--- config.mk ---
export PLATFORM = sky130hd
export DESIGN_NAME = lbp_jobq
export DESIGN_NICKNAME = d
export VERILOG_FILES = /design/src/rtl/core/lbp_pkg.sv /design/src/rtl/core/lbp_jobq.sv
export SDC_FILE = /design/constraint.sdc
export NUM_CORES = 1
export LEC_CHECK = 0
export BUFFER_PORTS_ARGS = -buffer_cell sky130_fd_sc_hd__buf_2
export CAP_MARGIN = 20
export CORE_MARGIN = 1.5
export CORE_UTILIZATION = 57
export DETAILED_ROUTE_END_ITERATION = 12
export HOLD_SLACK_MARGIN = 0.15
export PLACE_DENSITY = 0.8
export RECOVER_POWER = 25
export SYNTH_ARGS = -nofsm -noshare
export SYNTH_HDL_FRONTEND = slang
export SYNTH_SLANG_ARGS = --single-unit
--- constraint.sdc ---
create_clock -name clk -period 4.3 [get_ports clk]
set_clock_uncertainty 0.1 [all_clocks]
set_input_delay 0.43 -clock clk [delete_from_list [all_inputs] [get_ports clk]]
set_output_delay 0.43 -clock clk [all_outputs]
set_load 0.05 [all_outputs]
--- src/rtl/core/lbp_pkg.sv ---
package lbp_pkg;

    localparam int MAX_WIDTH  = 1024;
    localparam int MAX_HEIGHT = 1024;

    localparam int COL_W     = $clog2(MAX_WIDTH);
    localparam int ROW_W     = $clog2(MAX_HEIGHT);
    localparam int PIX_W     = 8;
    localparam int CODE_W    = 8;
    localparam int SIZE_W    = 11;
    localparam int CFG_IDX_W = 2;

    localparam int JOBQ_DEPTH = 4;
    localparam int JOBQ_PTR_W = $clog2(JOBQ_DEPTH);

    typedef logic [CFG_IDX_W-1:0] cfg_idx_t;
    typedef logic [SIZE_W-1:0]    size_t;
    typedef logic [PIX_W-1:0]     pix_t;
    typedef logic [ROW_W-1:0]     row_t;
    typedef logic [COL_W-1:0]     col_t;

    // register indexes of the configuration port
    localparam cfg_idx_t REG_FRAME_WIDTH  = cfg_idx_t'(0);
    localparam cfg_idx_t REG_FRAME_HEIGHT = cfg_idx_t'(1);

    // window[row][col]: row 0 is two rows up, col 0 is two columns left
    typedef pix_t [2:0]    pix_column_t;
    typedef pix_column_t [2:0] window_t;

    // one classified pixel: the 3x3 window ending at (row, col)
    typedef struct packed {
        window_t win;
        row_t    row;
        col_t    col;
        logic    last_row;
        logic    last_col;
        logic    row_ge2;
        logic    col_ge2;
    } job_t;

    // index of the last column, size clamped to 2..MAX_WIDTH
    function automatic col_t width_last(size_t v);
        size_t t;
        t = v - size_t'(1);
        if (v < size_t'(2))
            return col_t'(1);
        else if (32'(v) > MAX_WIDTH)
            return col_t'(MAX_WIDTH - 1);
        else
            return col_t'(t);
    endfunction

    // index of the last row, size clamped to 2..MAX_HEIGHT
    function automatic row_t height_last(size_t v);
        size_t t;
        t = v - size_t'(1);
        if (v < size_t'(2))
            return row_t'(1);
        else if (32'(v) > MAX_HEIGHT)
            return row_t'(MAX_HEIGHT - 1);
        else
            return row_t'(t);
    endfunction

endpackage

--- src/rtl/core/lbp_jobq.sv ---
module lbp_jobq (
    input  logic          clk,
    input  logic          rst_n,
    input  logic          wr_en,
    input  lbp_pkg::job_t wr_job,
    output logic          q_full,
    input  logic          rd_en,
    output lbp_pkg::job_t rd_job,
    output logic          q_empty
);
    import lbp_pkg::*;

    typedef logic [JOBQ_PTR_W-1:0] ptr_t;
    typedef logic [JOBQ_PTR_W:0]   cnt_t;

    job_t entry_reg [JOBQ_DEPTH];
    ptr_t wr_ptr_reg;
    ptr_t rd_ptr_reg;
    cnt_t count_reg;

    assign q_full  = (count_reg == cnt_t'(JOBQ_DEPTH));
    assign q_empty = (count_reg == cnt_t'(0));
    assign rd_job  = entry_reg[rd_ptr_reg];

    always_ff @(posedge clk)
    begin
        if (wr_en)
            entry_reg[wr_ptr_reg] <= wr_job;
    end

    always_ff @(posedge clk or negedge rst_n)
    begin
        if (!rst_n)
        begin
            wr_ptr_reg <= ptr_t'(0);
            rd_ptr_reg <= ptr_t'(0);
            count_reg  <= cnt_t'(0);
        end
        else
        begin
            if (wr_en)
                wr_ptr_reg <= (wr_ptr_reg == ptr_t'(JOBQ_DEPTH - 1)) ? ptr_t'(0)
                                                                    : wr_ptr_reg + ptr_t'(1);
            if (rd_en)
                rd_ptr_reg <= (rd_ptr_reg == ptr_t'(JOBQ_DEPTH - 1)) ? ptr_t'(0)
                                                                    : rd_ptr_reg + ptr_t'(1);
            if (wr_en && !rd_en)
                count_reg <= count_reg + cnt_t'(1);
            else if (rd_en && !wr_en)
                count_reg <= count_reg - cnt_t'(1);
        end
    end

endmodule

==> results of run 1 <==
[placed cells by master, fill, tap and decap left out, drive strengths merged, types with 3 or more instances in the layout]
master,instances
buf,147
dfrtp,7
clkbuf,104
inv,7
mux4,96
mux2,3
dlygate4sd3,99
edfxtp,384
nor2,3
and2,4
clkinv,20
ha,6
[metrics by stage]
stage | power [W] | worst slack, ps | hold slack, ps | std cells | area, um2
floorplan | 0.00909 | 890 | 34.4 | 539 | 14300
global placement | 0.00999 | 1570 | 164 | 1049 | 15600
detailed placement | 0.0101 | 1550 | 174 | 1049 | 15600
CTS | 0.0133 | 995 | 185 | 1217 | 17800
global route | 0.0136 | 898 | 283 | 1218 | 17700
finish | 0.0131 | 1100 | 288 | 1219 | 17700
[per-layer routing]
layer | GRT usage | up-vias
met1 | 0.274 | 3525
met5 | 0 | -
met3 | 0.0552 | 51
li1 | - | 2978
met2 | 0.405 | 270
met4 | 0.0715 | 2
[kinds of logic (layout without fill, tap and decap cells)]
group           Yosys count  count (layout)
flops                   391             391
mux                      99              99
other cells               0               2
compound gates            2               2
fa+ha+maj                 7               7
buf+inv                  26             380
simple gates             11              11
xor+xnor                  3               3
[worst max path at each step]
| stage | startpoint | cells past startpoint | slack, ps | to |
|---|---|---|---|---|
| 3_5_place_dp | rd_ptr_reg[0] | 3 | 1550 | rd_job[52] |
| 4_1_cts | rd_ptr_reg[0] | 3 | 990 | rd_job[52] |
| 2_1_floorplan | wr_ptr_reg[0] | 3 | 890 | entry_reg[2][0] |
| 6_report | rd_ptr_reg[0] | 3 | 1100 | rd_job[54] |
| 3_3_place_gp | rd_ptr_reg[0] | 3 | 1570 | rd_job[82] |
| 5_1_grt | rd_ptr_reg[0] | 3 | 900 | rd_job[54] |
[what timing repair did]
action | 4_1_cts | 5_1_grt
hold buffers | 99 | 0
gates resized for setup | 0 | 0
endpoints found under the hold margin | 395 | 0
setup buffers | 0 | 0
[area by class of cell]
cell class                      instances  area (um2)
Sequential cell                       391       11700
Fill cell                            1366        6760
Multi-Input combinational cell        122        2390
Timing Repair Buffer                  307        2020
Clock buffer                           43         991
Tap cell                              324         405
Clock inverter                         26         160
Inverter                                4        15.0
Antenna cell                            2        5.00
[power breakdown]
part	internal (W)	switching, W	leakage [nW]
clock network	0.00172	0.00133	0.570
registers	0.00489	0.000360	3.61
logic	0.00150	0.00334	1.82
total	0.00812	0.00502	6.00
[critical path, stage by stage, from the launching register on]
cell and delay [ps]:
dfrtp_4 920, buf_12 400, mux4_2 580, buf_2 230
==> metrics.cfg, run 1 <==
[global_route]
grtUsageTotal = 0.227
antenna_found_initial = 2
grt_max_degree = 57
grt_overflow = 0
grt_pass1_wl_mm = 43.1
first_global_vias = 7462

[setup_path]
cp.required_ps = 3770
ff2ff_path_depth = 4
r2r-end = entry_reg[2][50]
crit_type = flip-flop to primary output
crit_path_start_kind = flip-flop
rr_startpoint = wr_ptr_reg[0]
ff2ff_setup_slack_ps = 1930
critPathMaxFanout = 42
crit_path_end_kind = primary output
cp_data_arrival_time_ps = 2670

[place]
portBuffers = 197
hpwlAfterDp_mm = 16.0
globalplace.congestion = 0.741

[route]
final_antenna_net_count = 0
drcViolationCount = 0
wire_per_inst_um = 23.5
wl_met2_mm = 15.4
m1WireLength_mm = 10.5
dr.pass1.iters = 4
route.met3.wl_mm = 1.89
vias = 6826
top_layer = met5
drtIter0Drc = 425
via_per_inst = 5.60
wl_mm = 28.6

[logic_synthesis]
syn_avg_cell_area_um2 = 26.5
synthTopCellsByArea = edfxtp_1, mux4_2, dfrtp_1, ha_1, buf_4
ys_types = 21
mappedNetlistArea_um2 = 14300
synth_mux_area_frac = 0.154
synthFlopType = edfxtp_1
synthAdderAreaFrac = 0.00667
ys_seq_area_frac = 0.821
synthArstFlopShare = 0.0179
synth_xor_area_frac = 0.00184
synthSimpleGateAreaFrac = 0.00395
yosysMostFrequentCell = edfxtp_1
yosys_register_bits = 391
synth_top_family_by_area = multiplexers
syn_inst = 539
synth-compound-area-share = 0.000702
ys_warn_count = 0
synth.top_cell.area_share = 0.809
syn_nets = 646
yosys.area.top_type = edfxtp_1
synth_common_cells = edfxtp_1, mux4_2, buf_2, dfrtp_1
synth_edf_count = 384

[clock_tree]
htreeDepth = 2
cts_num_sinks = 391
cts_made_buffers = 39
clk_latency_ps = 510
cts_tree = built
path_clk_slew_ps = 60
cts_buffer_depth = 3
cts_root_buf = clkbuf_16

[floorplan]
core_area_um2 = 24500
num_io_pins = 198
start_util = 0.583
rows = 57
dieArea_um2 = 26000
fp.dieW_um = 161
chipHeight_um = 161

[pwr]
p_per_area_nw_per_um2 = 742
peakVddDrop_uv = 528
p_leak_nw = 6.00

[sta]
clock.fmax_mhz = 312
period_needed_ps = 3200
setup_tns_ps = 0
rsz0062_at_grt = no
slew_headroom = 0.448
hold_viol = 0
drv_slew = 0
finalSetupViolations = 0
worst_slew_pin_slew_ps = 828
fin_crit_sh = 0.745

[run]
drv_cap = 0

[layout]
area_growth_pct = 24.1
drive_gt1_frac = 0.345
fin_util = 0.724
nets = 972
largest_register_ffs = 384

[status]
status = finished, final reports clean

[hold_path]
hp-class = input pin to asynchronous set/reset pin

No activity file was read; power rests on OpenSTA's default activity.
==> run 2, diff against run 1 <==
--- a/config.mk
+++ b/config.mk
@@ -5,13 +5,14 @@
 export SDC_FILE = /design/constraint.sdc
 export NUM_CORES = 1
 export LEC_CHECK = 0
+export ABC_AREA = 1
 export BUFFER_PORTS_ARGS = -buffer_cell sky130_fd_sc_hd__buf_2
 export CAP_MARGIN = 20
 export CORE_MARGIN = 1.5
-export CORE_UTILIZATION = 57
+export CORE_UTILIZATION = 52
 export DETAILED_ROUTE_END_ITERATION = 12
 export HOLD_SLACK_MARGIN = 0.15
-export PLACE_DENSITY = 0.8
+export PLACE_DENSITY = 0.77
 export RECOVER_POWER = 25
 export SYNTH_ARGS = -nofsm -noshare
 export SYNTH_HDL_FRONTEND = slang
==> constraint.sdc (replaced) <==
create_clock -name clk -period 2.6 [get_ports clk]
set_clock_uncertainty 0.1 [all_clocks]
set_input_delay 0.26 -clock clk [delete_from_list [all_inputs] [get_ports clk]]
set_output_delay 0.26 -clock clk [all_outputs]
set_load 0.05 [all_outputs]
==> metrics.cfg, run 2 <==
[layout]
area_growth_pct = 23.4
multiInputGateArea_um2 = 2740  ; +14%
largest_register_ffs = 384  ; unchanged
fillers = 2112  ; +55%
layout_common_cells = edfxtp_1, nand2_1, inv_1
seqCellArea_um2 = 11700  ; about the same
nets = 1580  ; +63%
layout_commonest_cell = edfxtp_1
drive_gt1_frac = 0.148  ; -0.197

[route]
dr.pass1.iters = 5  ; +1
vias = 9768  ; +43%
wire_per_inst_um = 16.9  ; -28%
final_antenna_net_count = 0  ; unchanged
via_per_inst = 5.17  ; -7.8%
drtIter0Drc = 690  ; +62%
drcViolationCount = 0  ; unchanged
wl_mm = 32.0  ; +12%

[logic_synthesis]
mappedNetlistArea_um2 = 15600  ; +9.3%
synthFlopType = edfxtp_1
yosys_register_bits = 391  ; unchanged
synthArstFlopShare = 0.0179  ; unchanged
synth_edf_count = 384  ; unchanged
synthTopCellsByArea = edfxtp_1, o211ai_1, nand2_1, inv_1, buf_2
ys_seq_area_frac = 0.751  ; -0.0697
syn_inst = 1172  ; +120%
synth.top_cell.area_share = 0.740  ; -0.0686
synth_common_cells = edfxtp_1, nand2_1, inv_1
syn_nets = 1279  ; +98%
yosys.area.top_type = edfxtp_1
syn_avg_cell_area_um2 = 13.3  ; -50%
ys_warn_count = 0  ; unchanged
yosysMostFrequentCell = edfxtp_1
ys_types = 20  ; -4.8%

[setup_path]
critPathMaxFanout = 60  ; +43%
crit_type = flip-flop to primary output
cp.required_ps = 2240  ; -1530 ps
worst_path_most_repeated_cell = nand2_1
cp_data_arrival_time_ps = 2130  ; -540 ps
crit_path_end_kind = primary output
max_stage_delay_ps = 410  ; -510 ps
critPathSlowestCell = dfrtp_1
cpLargestDelayFamily = buffers and inverters
crit_path_start_kind = flip-flop
critical_path_buf_inv_count = 3  ; +1
worstPathCellList = bufinv_16, buf_12, nand2_1, o211ai_1, nand2_1, buf_2

[place]
hpwlAfterDp_mm = 17.8  ; +11%
portBuffers = 197  ; unchanged
globalplace.congestion = 0.749  ; +1.0%

[floorplan]
rows = 63  ; +11%
fp.dieW_um = 176  ; +9.3%
chipHeight_um = 176  ; +9.3%
core_area_um2 = 29600  ; +21%
num_io_pins = 198  ; unchanged
dieArea_um2 = 31000  ; +19%
start_util = 0.527  ; -0.0558

[status]
status = finished, final reports clean

[pwr]
p_leak_nw = 7.66  ; +28%
p_seq_frac = 0.361  ; -0.039
p_per_area_nw_per_um2 = 1200  ; +62%
internal_power_w = 0.0134  ; +66%
p_clk_frac = 0.227  ; -0.005
pwr-share-comb = 0.412  ; +0.044
switching_share = 0.419  ; +0.0368
peakVddDrop_uv = 968  ; +83%
switchingPower_w = 0.00969  ; +93%
finalPower_w = 0.0231  ; +76%

[global_route]
grtUsageTotal = 0.207  ; -0.0194
first_global_vias = 9875  ; +32%
grt_max_degree = 64  ; +12%
grt_overflow = 0  ; unchanged
antenna_found_initial = 3  ; +1
grt_pass1_wl_mm = 50.1  ; +16%

[sta]
clock.fmax_mhz = 401
finalSetupViolations = 0  ; unchanged
slew_headroom = 0.593  ; +0.145
hold_viol = 0  ; unchanged
fin_crit_sh = 0.958
setup_tns_ps = 0  ; unchanged
period_needed_ps = 2490
worst_slew_pin_slew_ps = 611  ; -217 ps
whs_ps = 418  ; +130 ps
rsz0062_at_grt = no
drv_slew = 0  ; unchanged

[clock_tree]
cts_tree = built
cts_buffer_depth = 3  ; unchanged
cts_made_buffers = 40  ; +2.6%
path_clk_slew_ps = 60  ; about the same
post_cts_buffers = 0  ; unchanged
cts_root_buf = clkbuf_16
htreeDepth = 2  ; unchanged
cts_num_sinks = 391  ; unchanged
clk_latency_ps = 520  ; about the same

[hold_path]
hp-class = input pin to flip-flop

[run]
drv_cap = 0  ; unchanged

[run 2: cell count changes after synthesis, sizes merged]
cell,change
nor2,-1
nor3b,-1
nand3,+1
mux2,-3
xor2,-2
nor3,+1
and2,-4
nand2,+301
o211ai,+192
nand4,+1
mux4,-96
inv,+201
buf,+41
o21ai,+2
[run 2: final timing paths]
| path | start | endpoint | slack, ps | cells past startpoint |
|---|---|---|---|---|
| worst max-delay path | rd_ptr_reg[0] | rd_job[56] | 110 | 6 |
| worst min-delay path | wr_job[87] | entry_reg[3][87] | 420 | 2 |
| worst max register to register | wr_ptr_reg[1] | entry_reg[1][34] | 760 | 5 |
| worst min register to register | count_reg[2] | count_reg[2] | 420 | 2 |
| max in group asynchronous | rst_n | rd_ptr_reg[1] | 1450 | 3 |
| min in group asynchronous | rst_n | rd_ptr_reg[0] | 650 | 3 |
[run 2: area by class of cell]
cell class	count	share of cell area
flip-flops and latches	391	0.609
multi-input cells	513	0.142
clock buffers	55	0.0582
diodes	3	0.000390
repair buffers	322	0.119
inverters	205	0.0423
well taps	390	0.0254
clock inverters	12	0.00390
[run 2: logic make-up (layout without fill, tap and decap cells)]
| group | Yosys count | count (layout) | share of synthesized area |
|---|---|---|---|
| buffers and inverters | 268 | 594 | 0.0735 |
| adders and majority gates | 7 | 7 | 0.00610 |
| other | 0 | 3 | 0 |
| and+or+nand+nor | 309 | 309 | 0.0748 |
| xor gates and xnor gates | 1 | 1 | 0.000562 |
| DFF | 391 | 391 | 0.751 |
| AOI/OAI and AO/OA | 196 | 196 | 0.0938 |
[run 2: timing repair]
item,in CTS,in global routing
resized for setup,0,4
hold buffers,100,0
endpoints found under the setup margin,0,14
endpoints found under the hold margin,396,0
[run 2: power by group through the flow]
| stage | combinational (W) | clock [W] | sequential, W |
|---|---|---|---|
| after CTS | 0.00956 | 0.00536 | 0.00835 |
| after detailed placement | 0.00942 | 0 | 0.00847 |
| after floorplan | 0.00710 | 0 | 0.00844 |
| final | 0.00954 | 0.00525 | 0.00834 |
| after global placement | 0.00930 | 0 | 0.00842 |
| after global routing | 0.0102 | 0.00560 | 0.00842 |
[run 2: layer usage]
metal / up-vias / track usage / wire, um
li1: 4699 / - / -
met1: 4727 / 0.258 / 13100
met2: 291 / 0.367 / 16300
met3: 51 / 0.0379 / 1820
met4: 0 / 0.0670 / 684
met5: - / 0 / 0
[run 2: worst register-to-register path: stages, from the launching register on]
cell and delay [ps]:
dfrtp_1 400, inv_1 110, ha_1 150, nand2_1 70, clkinvlp_4 100, buf_4 500
[run 2: metrics by stage]
step | instance area (um2) | worst slack [ps] | util | std cells
final | 19200 | 109 | 0.651 | 1891
after CTS | 19300 | 54.9 | 0.652 | 1888
after global placement | 17100 | 666 | 0.578 | 1721
after floorplan | 15600 | -3.44 | - | 1172
after detailed placement | 17100 | 632 | 0.578 | 1721
after global routing | 19200 | 2.38 | 0.651 | 1890
