[config.mk]
export PLATFORM = sky130hd
export DESIGN_NAME = lbp_back
export DESIGN_NICKNAME = d
export VERILOG_FILES = /design/src/rtl/core/lbp_pkg.sv /design/src/rtl/core/lbp_back.sv
export SDC_FILE = /design/constraint.sdc
export NUM_CORES = 1
export LEC_CHECK = 0
export BUFFER_PORTS_ARGS = -buffer_cell sky130_fd_sc_hd__buf_2
export CORE_ASPECT_RATIO = 0.7
export CORE_UTILIZATION = 56
export CTS_CLUSTER_SIZE = 20
export DETAILED_ROUTE_END_ITERATION = 10
export GPL_ROUTABILITY_DRIVEN = 0
export PLACE_DENSITY = 0.89
export SKIP_CTS_REPAIR_TIMING = 1
export SLEW_MARGIN = 25
export SYNTH_ARGS = -nofsm -noshare
export SYNTH_HDL_FRONTEND = slang
export SYNTH_SLANG_ARGS = --single-unit
[constraint.sdc]
create_clock -name clk -period 11.2 [get_ports clk]
set_clock_uncertainty 0.05 [all_clocks]
set_input_delay 2.24 -clock clk [delete_from_list [all_inputs] [get_ports clk]]
set_output_delay 2.24 -clock clk [all_outputs]
set_load 0.005 [all_outputs]
[src/rtl/core/lbp_pkg.sv]
package lbp_pkg;

    localparam int MAX_WIDTH  = 1024;
    localparam int MAX_HEIGHT = 1024;

    localparam int COL_W     = $clog2(MAX_WIDTH);
    localparam int ROW_W     = $clog2(MAX_HEIGHT);
    localparam int PIX_W     = 8;
    localparam int CODE_W    = 8;
    localparam int SIZE_W    = 11;
    localparam int CFG_IDX_W = 2;

    localparam int JOBQ_DEPTH = 4;
    localparam int JOBQ_PTR_W = $clog2(JOBQ_DEPTH);

    typedef logic [CFG_IDX_W-1:0] cfg_idx_t;
    typedef logic [SIZE_W-1:0]    size_t;
    typedef logic [PIX_W-1:0]     pix_t;
    typedef logic [ROW_W-1:0]     row_t;
    typedef logic [COL_W-1:0]     col_t;

    // register indexes of the configuration port
    localparam cfg_idx_t REG_FRAME_WIDTH  = cfg_idx_t'(0);
    localparam cfg_idx_t REG_FRAME_HEIGHT = cfg_idx_t'(1);

    // window[row][col]: row 0 is two rows up, col 0 is two columns left
    typedef pix_t [2:0]    pix_column_t;
    typedef pix_column_t [2:0] window_t;

    // one classified pixel: the 3x3 window ending at (row, col)
    typedef struct packed {
        window_t win;
        row_t    row;
        col_t    col;
        logic    last_row;
        logic    last_col;
        logic    row_ge2;
        logic    col_ge2;
    } job_t;

    // index of the last column, size clamped to 2..MAX_WIDTH
    function automatic col_t width_last(size_t v);
        size_t t;
        t = v - size_t'(1);
        if (v < size_t'(2))
            return col_t'(1);
        else if (32'(v) > MAX_WIDTH)
            return col_t'(MAX_WIDTH - 1);
        else
            return col_t'(t);
    endfunction

    // index of the last row, size clamped to 2..MAX_HEIGHT
    function automatic row_t height_last(size_t v);
        size_t t;
        t = v - size_t'(1);
        if (v < size_t'(2))
            return row_t'(1);
        else if (32'(v) > MAX_HEIGHT)
            return row_t'(MAX_HEIGHT - 1);
        else
            return row_t'(t);
    endfunction

endpackage

[src/rtl/core/lbp_back.sv]
module lbp_back (
    input  logic                        clk,
    input  logic                        rst_n,
    input  lbp_pkg::job_t               job,
    input  logic                        job_empty,
    output logic                        job_pop,
    output logic                        empty,
    input  logic                        pop,
    output logic [lbp_pkg::CODE_W-1:0]  pattern_code,
    output lbp_pkg::row_t               center_row,
    output lbp_pkg::col_t               center_col,
    output logic                        run_last,
    output logic                        frame_end
);
    import lbp_pkg::*;

    // result kinds of one job, in emission order
    localparam int RES_CENTER = 0;
    localparam int RES_RIGHT  = 1;
    localparam int RES_BELOW  = 2;
    localparam int RES_CORNER = 3;

    logic [3:0] done_reg;
    logic       out_valid_reg;
    logic [CODE_W-1:0] code_reg;
    row_t       row_reg;
    col_t       col_reg;
    logic       last_reg;
    logic       fend_reg;

    logic [3:0] want;
    logic [3:0] pending;
    logic [3:0] sel;
    logic [3:0] rest;
    logic       is_last;
    logic       load;
    logic       ri2;
    logic       ci2;
    logic [CODE_W-1:0] code;
    row_t       c_row;
    col_t       c_col;

    function automatic logic [CODE_W-1:0] lbp_code(window_t w, logic down, logic right,
                                                   logic row_ge2, logic col_ge2);
        logic [1:0] ru, rm, cl, cm;
        logic       up_ok, dn_ok, lf_ok, rt_ok;
        pix_t       ctr;
        logic [CODE_W-1:0] n;
        ru    = down  ? 2'd1 : 2'd0;
        rm    = down  ? 2'd2 : 2'd1;
        cl    = right ? 2'd1 : 2'd0;
        cm    = right ? 2'd2 : 2'd1;
        up_ok = down | row_ge2;
        dn_ok = !down;
        lf_ok = right | col_ge2;
        rt_ok = !right;
        ctr   = w[rm][cm];
        n[7]  = lf_ok && (w[rm][cl] >= ctr);
        n[6]  = dn_ok && lf_ok && (w[2][cl] >= ctr);
        n[5]  = dn_ok && (w[2][cm] >= ctr);
        n[4]  = dn_ok && rt_ok && (w[2][2] >= ctr);
        n[3]  = rt_ok && (w[rm][2] >= ctr);
        n[2]  = up_ok && rt_ok && (w[ru][2] >= ctr);
        n[1]  = up_ok && (w[ru][cm] >= ctr);
        n[0]  = up_ok && lf_ok && (w[ru][cl] >= ctr);
        return n;
    endfunction

    always_comb
    begin
        want             = '0;
        want[RES_CENTER] = 1'b1;
        want[RES_RIGHT]  = job.last_col;
        want[RES_BELOW]  = job.last_row;
        want[RES_CORNER] = job.last_row && job.last_col;
        pending          = want & ~done_reg;
        sel              = pending & (~pending + 4'd1);
        rest             = pending & ~sel;
        is_last          = (rest == 4'd0);
        ri2              = sel[RES_BELOW] | sel[RES_CORNER];
        ci2              = sel[RES_RIGHT] | sel[RES_CORNER];
        c_row            = ri2 ? job.row : job.row - row_t'(1);
        c_col            = ci2 ? job.col : job.col - col_t'(1);
        code             = lbp_code(job.win, ri2, ci2, job.row_ge2, job.col_ge2);
    end

    assign load    = !job_empty && (!out_valid_reg || pop);
    assign job_pop = load && is_last;
    assign empty   = !out_valid_reg;

    always_ff @(posedge clk or negedge rst_n)
    begin
        if (!rst_n)
        begin
            out_valid_reg <= 1'b0;
            done_reg      <= 4'd0;
        end
        else
        begin
            if (load)
            begin
                out_valid_reg <= 1'b1;
                done_reg      <= is_last ? 4'd0 : (done_reg | sel);
            end
            else if (pop)
            begin
                out_valid_reg <= 1'b0;
            end
        end
    end

    always_ff @(posedge clk)
    begin
        if (load)
        begin
            code_reg <= code;
            row_reg  <= c_row;
            col_reg  <= c_col;
            last_reg <= is_last;
            fend_reg <= sel[RES_CORNER];
        end
    end

    assign pattern_code = code_reg;
    assign center_row   = row_reg;
    assign center_col   = col_reg;
    assign run_last     = last_reg;
    assign frame_end    = fend_reg;

endmodule

==> results.md, run 1 <==
- Die width: 103.0 µm
- Part of the cycle the worst path needs: 53.87%
- First-pass GRT wire length: ~18 mm
- NumNets Final: between 700 and 800
- Final Hold Viols: 0
- Warnings from Yosys: 0
- Via count: between 4000 and 5000
- Fin cells: 677
- Predominant post-synthesis flop cell: edfxtp_1
- WHS: ~470 ps
- P&R area growth vs syn: 21.66%
- Root buffer cell: clkbuf_8
- Hold Path Class: register to register
- Number of CTS-inserted buffers: 5
- CP required: about 9000 ps
- CTS tree: done
- Die H: around 73 µm
- Fin crit period: 6034 ps
- CP Class: input pin to primary output
- CTS Buffer Depth: 2
- Most frequent cells in the layout: 131 x buf_2, 82 x nand2_1, 61 x ha_1
- GRT Total Usage: 31.63%
- Area occupied by registers: a little over 1000 µm²
- Post-Place Cells: roughly 670
- Status: finished, final reports clean
- # setup viols final: 0
- Port buffer count: between 100 and 150
- Clk slew on worst S/H paths: about 80 ps
- Fill cells: around 510
- Synthesized Nets: around 620
- First-pass DRT Iterations: 7
- Mapped Cells: between 400 and 500
- Register area share after synthesis: approximately a quarter
- Sw Share: a little over two fifths
- H-tree depth: 2
- Row cnt: 25
- Fraction of layout cells with a size suffix above 1: a little over a quarter
- Max Slew Vio Count: 0
- Clock network power share: 17.4%
- GR Overflow Total: 0
- Flops & latches, synth: 35
- Multi-input gate area: ~2800 µm²
- RSZ-0062 raised after global routing: no
- Logic pwr share: a little under three fifths
- Commonest non-fill, non-tap cell in the layout: buf_2
- Setup_tns: 0 ps
- Critical path arrival: ~3700 ps
- Crit path max fanout: 35
- Number of flops mapped to enable cells by yosys: 30
- Rel. slew slack: around 33%
- Floorplan core area: about 7000 µm²
- Pin count of the biggest net entering global routing: 57
- Ys async rst share: 14.29%
- Worst Tran Pin Value: about 1000 ps
- Routed length per instance: between 15 and 20 µm
- Mapped Avg Cell Area: around 8.7 µm²
- Maxcap violations: 0
- Die Outline Area: ~7500 µm²
- Psw: ~0.28 mW
- Antenna Nets Post-Route: 0
- Cell area power density: 138.7 nW/µm²
- Leak Pwr: around 2.4 nW
- Sequential share of power: 25.4%
- Startpoint class of the critical path: input pin
- Via count of the first global-routing pass: 3878
- Sinks on the clock net: 35
- Post-Syn Area: roughly 4000 µm²
- Int Power: just under 0.4 mW
- Post-DP HPWL: 9.296 mm
- Vias per cell: 6.065
- Initial Utilization: 58.70%
- Initial antenna violation count: 0
- Io pins: between 100 and 150
- Crit. End Element: primary output
- Total Wirelength: between 10 and 15 mm
- Max VDD drop: 103.2 µV
- Ant. Diodes: 0
- Worst skew pair latency: about 290 ps
- Highest Clock Rate: about 0.17 GHz
- DRC: 0
- Cell variety after synth: 50
- Initial drt markers: approximately 310
Yosys cell counts, drive strengths merged, types with 11 or more instances:
library cell,number,area [µm²]
edfxtp,30,900.9
a21oi,31,155.2
nand2,82,307.8
mux2i,39,390.4
nor2,16,60.06
buf,12,55.05
nand2b,12,75.07
o21ai,16,80.07
a21o,12,90.09
ha,61,763.2
o21a,11,82.58
a221oi,12,105.1
inv,24,90.09
kinds of logic after synthesis:
group | Yosys count | synth area share (%)
AO/OA/AOI/OAI | 110 | 18.69
XOR/XNOR | 17 | 3.720
adder cells (fa/ha/maj) | 63 | 19.57
buffers and inverters | 46 | 4.564
flip-flops | 35 | 25.63
multiplexers | 41 | 10.32
AND/OR/NAND/NOR | 149 | 17.51
critical path, cell delays in order:
cell and delay, ps:
buf_2 70, nand2b_1 110, nor2b_4 820, and3_1 360, buf_2 140
power by group through the flow:
stage | Sequential (mW) | Clock [mW] | Combinational [mW]
finish | 0.172 | 0.118 | 0.386
global route | 0.173 | 0.122 | 0.427
CTS | 0.171 | 0.118 | 0.377
detailed placement | 0.174 | 0 | 0.375
global placement | 0.174 | 0 | 0.349
floorplan | 0.172 | 0 | 0.260
per-stage QoR:
stage	cell area [µm²]	setup slack (ps)	total power [mW]	utilization, %
after floorplan	4003	4553	0.4320	-
after global placement	4757	5219	0.5224	69.76
after detailed placement	4757	5093	0.5493	69.76
after CTS	4870	5154	0.6663	71.41
after global routing	4870	5054	0.7224	71.41
final	4870	5166	0.6753	71.41
metal layers:
layer,global-route usage (%),part of all wire (%)
met1,43.05,43
met2,52.89,45
met3,5.268,11
met4,7.042,1.4
met5,0,0
final cells by class:
class / count / area share (%)
Inverter: 24 / 1.850
Timing Repair Buffer: 136 / 14.23
Tap cell: 94 / 2.415
Multi-Input combinational cell: 380 / 58.12
Sequential cell: 35 / 21.07
Clock inverter: 3 / 0.8993
Clock buffer: 5 / 1.413
worst paths after layout:
| kind | from | to | slack (ps) | cells after the start |
|---|---|---|---|---|
| min in group asynchronous | rst_n | done_reg[0] | 1700 | 1 |
| hold / removal | out_valid_reg | out_valid_reg | 470 | 2 |
| setup reg to reg | done_reg[2] | pattern_code[7] | 7060 | 12 |
| max in group asynchronous | rst_n | done_reg[2] | 9270 | 1 |
| hold reg to reg | out_valid_reg | out_valid_reg | 470 | 2 |
| setup / recovery | pop | job_pop | 5170 | 5 |
Power figures use the tool's default switching activity.
==> inputs of run 2 (changes only) <==
--- a/config.mk
+++ b/config.mk
@@ -5,13 +5,14 @@
 export SDC_FILE = /design/constraint.sdc
 export NUM_CORES = 1
 export LEC_CHECK = 0
+export ABC_AREA = 1
 export BUFFER_PORTS_ARGS = -buffer_cell sky130_fd_sc_hd__buf_2
 export CORE_ASPECT_RATIO = 0.7
-export CORE_UTILIZATION = 56
+export CORE_UTILIZATION = 48
 export CTS_CLUSTER_SIZE = 20
 export DETAILED_ROUTE_END_ITERATION = 10
 export GPL_ROUTABILITY_DRIVEN = 0
-export PLACE_DENSITY = 0.89
+export PLACE_DENSITY = 0.81
 export SKIP_CTS_REPAIR_TIMING = 1
 export SLEW_MARGIN = 25
 export SYNTH_ARGS = -nofsm -noshare
==> constraint.sdc (replaced) <==
create_clock -name clk -period 5.1 [get_ports clk]
set_clock_uncertainty 0.05 [all_clocks]
set_input_delay 1.02 -clock clk [delete_from_list [all_inputs] [get_ports clk]]
set_output_delay 1.02 -clock clk [all_outputs]
set_load 0.005 [all_outputs]
==> results.md, run 2 <==
- Status: finished, final reports clean (unchanged)
- Register area share after synthesis: 24.95% (was 25.63%)
- Sinks on the clock net: 35 (unchanged)
- Clk slew on worst S/H paths: 60 ps (was 80 ps)
- Top-count cell post-synth: nand2_1 (unchanged)
- GR Overflow Total: 0 (unchanged)
- Most Used Layer, Global Route: met2 (unchanged)
- Post-DP HPWL: 9.847 mm (was 9.296 mm)
- First-pass DRT Iterations: 5 (was 7)
- CP Class: input pin to register (was input pin to primary output)
- Critical path arrival: 3720 ps (was 3740 ps)
- NumNets Final: 872 (was 743)
- H-tree depth: 2 (unchanged)
- Crit path largest cell delay: 430 ps (was 820 ps)
- Io pins: 132 (unchanged)
- Leak Pwr: 2.614 nW (was 2.446 nW)
- Max Slew Vio Count: 0 (unchanged)
- Crit path max fanout: 22 (was 35)
- Top cells by instance count after synthesis: 173 x nand2_1, 64 x inv_1, 61 x ha_1 (was 82 x nand2_1, 61 x ha_1, 39 x mux2i_1)
- Initial antenna violation count: 1 (was 0)
- Worst Tran Pin Value: 790.2 ps (was 1005 ps)
- Commonest non-fill, non-tap cell in the layout: nand2_1 (was buf_2)
- Hold Path Class: input pin to async pin (was register to register)
- Met3 Use GR: 3.797% (was 5.268%)
- Ant. Diodes: 0 (unchanged)
- Mapped Cells: 581 (was 461)
- Most frequent cells in the layout: 172 x nand2_1, 131 x buf_2, 64 x inv_1 (was 131 x buf_2, 82 x nand2_1, 61 x ha_1)
- Register-to-register setup slack: 1790 ps (was 7060 ps)
- Startpoint class of the critical path: input pin (unchanged)
- Antenna Nets Post-Route: 0 (unchanged)
- Number of flops mapped to enable cells by yosys: 30 (unchanged)
- Routed length per instance: 14.93 µm (was 17.18 µm)
- Fraction of layout cells with a size suffix above 1: 24.86% (was 26.24%)
- Final Util: 62.47% (was 71.41%)
- Critical path buffer and inverter count: 3 (was 2)
- Fill cells: 748 (was 513)
- Met1 Use GR: 39.05% (was 43.05%)
- Flops & latches, synth: 35 (unchanged)
- Mapped Avg Cell Area: 7.079 µm² (was 8.682 µm²)
- Largest delay share family, worst path: compound AO/OA/AOI/OAI gates (was simple AND/OR/NAND/NOR gates)
- Part of the cycle the worst path needs: between 70% and 80%
- Floorplan core area: 8074 µm² (was 6819 µm²)
- Ys async rst share: 14.29% (unchanged)
- RSZ-0062 raised after global routing: no (unchanged)
- Rel. slew slack: 46.76% (was 32.87%)
- CTS Buffer Depth: 2 (unchanged)
- Via count of the first global-routing pass: 4084 (was 3878)
- Clock network power share: 13.4% (was 17.4%)
- # setup viols final: 0 (unchanged)
- Die width: 112.6 µm (was 103.0 µm)
- Sw Share: 49.27% (was 41.82%)
- Highest Clock Rate: 0.2662 GHz
- Area occupied by registers: 1026 µm² (unchanged)
- Crit. End Element: register (was primary output)
- First-pass GRT wire length: 19.50 mm (was 18.26 mm)
- Initial drt markers: 428 (was 307)
- Fin crit period: between 3000 and 4000 ps
- CP required: 5060 ps (was 8910 ps)
- DRC: 0 (unchanged)
- Most common cell on crit path: nand2_1 (was buf_2)
- Final Hold Viols: 0 (unchanged)
- Via count: 4435 (was 4106)
- Setup_tns: 0 ps (unchanged)
- Post-Syn Area: 4113 µm² (was 4003 µm²)
- Warnings from Yosys: 0 (unchanged)
- Number of CTS-inserted buffers: 5 (unchanged)
- Synthesized Nets: 742 (was 622)
- Total Wirelength: 12.14 mm (was 11.63 mm)
- P&R area growth vs syn: 22.63% (was 21.66%)
- Int Power: 1.129 mW (was 0.3929 mW)
- Predominant post-synthesis flop cell: edfxtp_1 (unchanged)
- Post-synth top area share: 21.90% (was 22.51%)
- Worst skew pair latency: 270 ps (was 290 ps)
- Maxcap violations: 0 (unchanged)
- CTS tree: done (unchanged)
- Row cnt: 27 (was 25)
- Initial Utilization: 50.94% (was 58.70%)
- GRT Total Usage: 27.24% (was 31.63%)
- Pin count of the biggest net entering global routing: 32 (was 57)
- Die H: 79.45 µm (was 72.74 µm)
- Vias per cell: 5.455 (was 6.065)
- Met2 usage: 44.81% (was 52.89%)
- Port buffer count: 131 (unchanged)
- CP max-delay cell: a21oi_4 (was nor2b_4)
- Cell area power density: 441.5 nW/µm² (was 138.7 nW/µm²)
- Max VDD drop: 174.2 µV (was 103.2 µV)
- Biggest area consumer among synthesized cells: edfxtp_1 (unchanged)
- Psw: 1.097 mW (was 0.2824 mW)
- Worst-path cell chain: buf_2, nand2_2, nand2_1, a21oi_4, buf_4, nand2_1, o21ai_2, nand2_1, o21ai_1, inv_1, ha_1, a21oi_1, o21ai_0, a211oi_1, nor3_1 (was buf_2, nand2b_1, nor2b_4, and3_1, buf_2)
- Top area cells in the synthesized netlist: edfxtp_1 22%, ha_1 19%, nand2_1 16% (was edfxtp_1 23%, ha_1 19%, mux2i_1 9.8%)
- Root buffer cell: clkbuf_16 (was clkbuf_8)
- Sequential share of power: 17.7% (was 25.4%)
- Cell variety after synth: 37 (was 50)
- Die Outline Area: 8948 µm² (was 7495 µm²)
- Multi-input gate area: 2749 µm² (was 2830 µm²)
- Logic pwr share: 68.8% (was 57.2%)
## run 2: cell count changes in the layout (fill, tap and decap cells not counted), sizes merged, moves of 6 or more
| cell | previous run | this run |
|---|---|---|
| a21o | 12 | 0 |
| a21oi | 31 | 52 |
| a221oi | 12 | 0 |
| a22oi | 0 | 6 |
| buf | 136 | 144 |
| inv | 24 | 66 |
| mux2i | 39 | 1 |
| nand2 | 82 | 179 |
| nand2b | 12 | 0 |
| nand3 | 4 | 20 |
| nor2 | 16 | 33 |
| o21a | 11 | 0 |
| o21ai | 16 | 65 |
## run 2: cells by family after synthesis
group                      Yosys count  synth area share [%]
xor gates and xnor gates            17                 3.620
muxes                                1                0.2434
and+or+nand+nor                    248                 26.01
buffers and inverters               87                 8.732
adders and majority gates           61                 18.56
DFF                                 35                 24.95
AOI/OAI and AO/OA                  132                 17.89
## run 2: layer usage
layer | vias to the layer above | wire [µm]
li1 | 2218 | -
met1 | 1968 | 5646
met2 | 229 | 5300
met3 | 18 | 1032
met4 | 2 | 144
met5 | - | 13
## run 2: power by group through the flow
stage	clock network (mW)	logic (mW)	registers, mW
after floorplan	0	1.07	0.401
after global placement	0	1.43	0.399
after detailed placement	0	1.49	0.399
after CTS	0.302	1.50	0.394
after global routing	0.318	1.73	0.399
final	0.299	1.53	0.395
## run 2: path summary, 6_finish.rpt
check | depth (start not counted) | end | start
min in group clk | 4 | done_reg[2] | done_reg[2]
max reg2reg | 14 | pattern_code[0] | done_reg[3]
max in group asynchronous | 1 | done_reg[0] | rst_n
min | 1 | done_reg[2] | rst_n
min reg2reg | 4 | done_reg[2] | done_reg[2]
max | 15 | pattern_code[0] | job[2]
## run 2: cell type report
class,count,area share (%)
clock inverters,2,0.2481
well taps,101,2.506
clock buffers,6,2.555
multi-input cells,459,54.50
flip-flops and latches,35,20.34
inverters,66,4.912
repair buffers,144,14.93
## run 2: metrics by stage
step                power, mW  cells  area [µm²]  setup slack [ps]  hold slack (ps)
finish                  2.227    813        5044              1343            508.0
detailed placement      1.890    805        4902             977.8            535.6
floorplan               1.467    581        4113             930.8            479.8
global route            2.443    813        5044              1068            506.9
global placement        1.825    805        4902              1177            525.3
CTS                     2.200    813        5044              1243            504.3
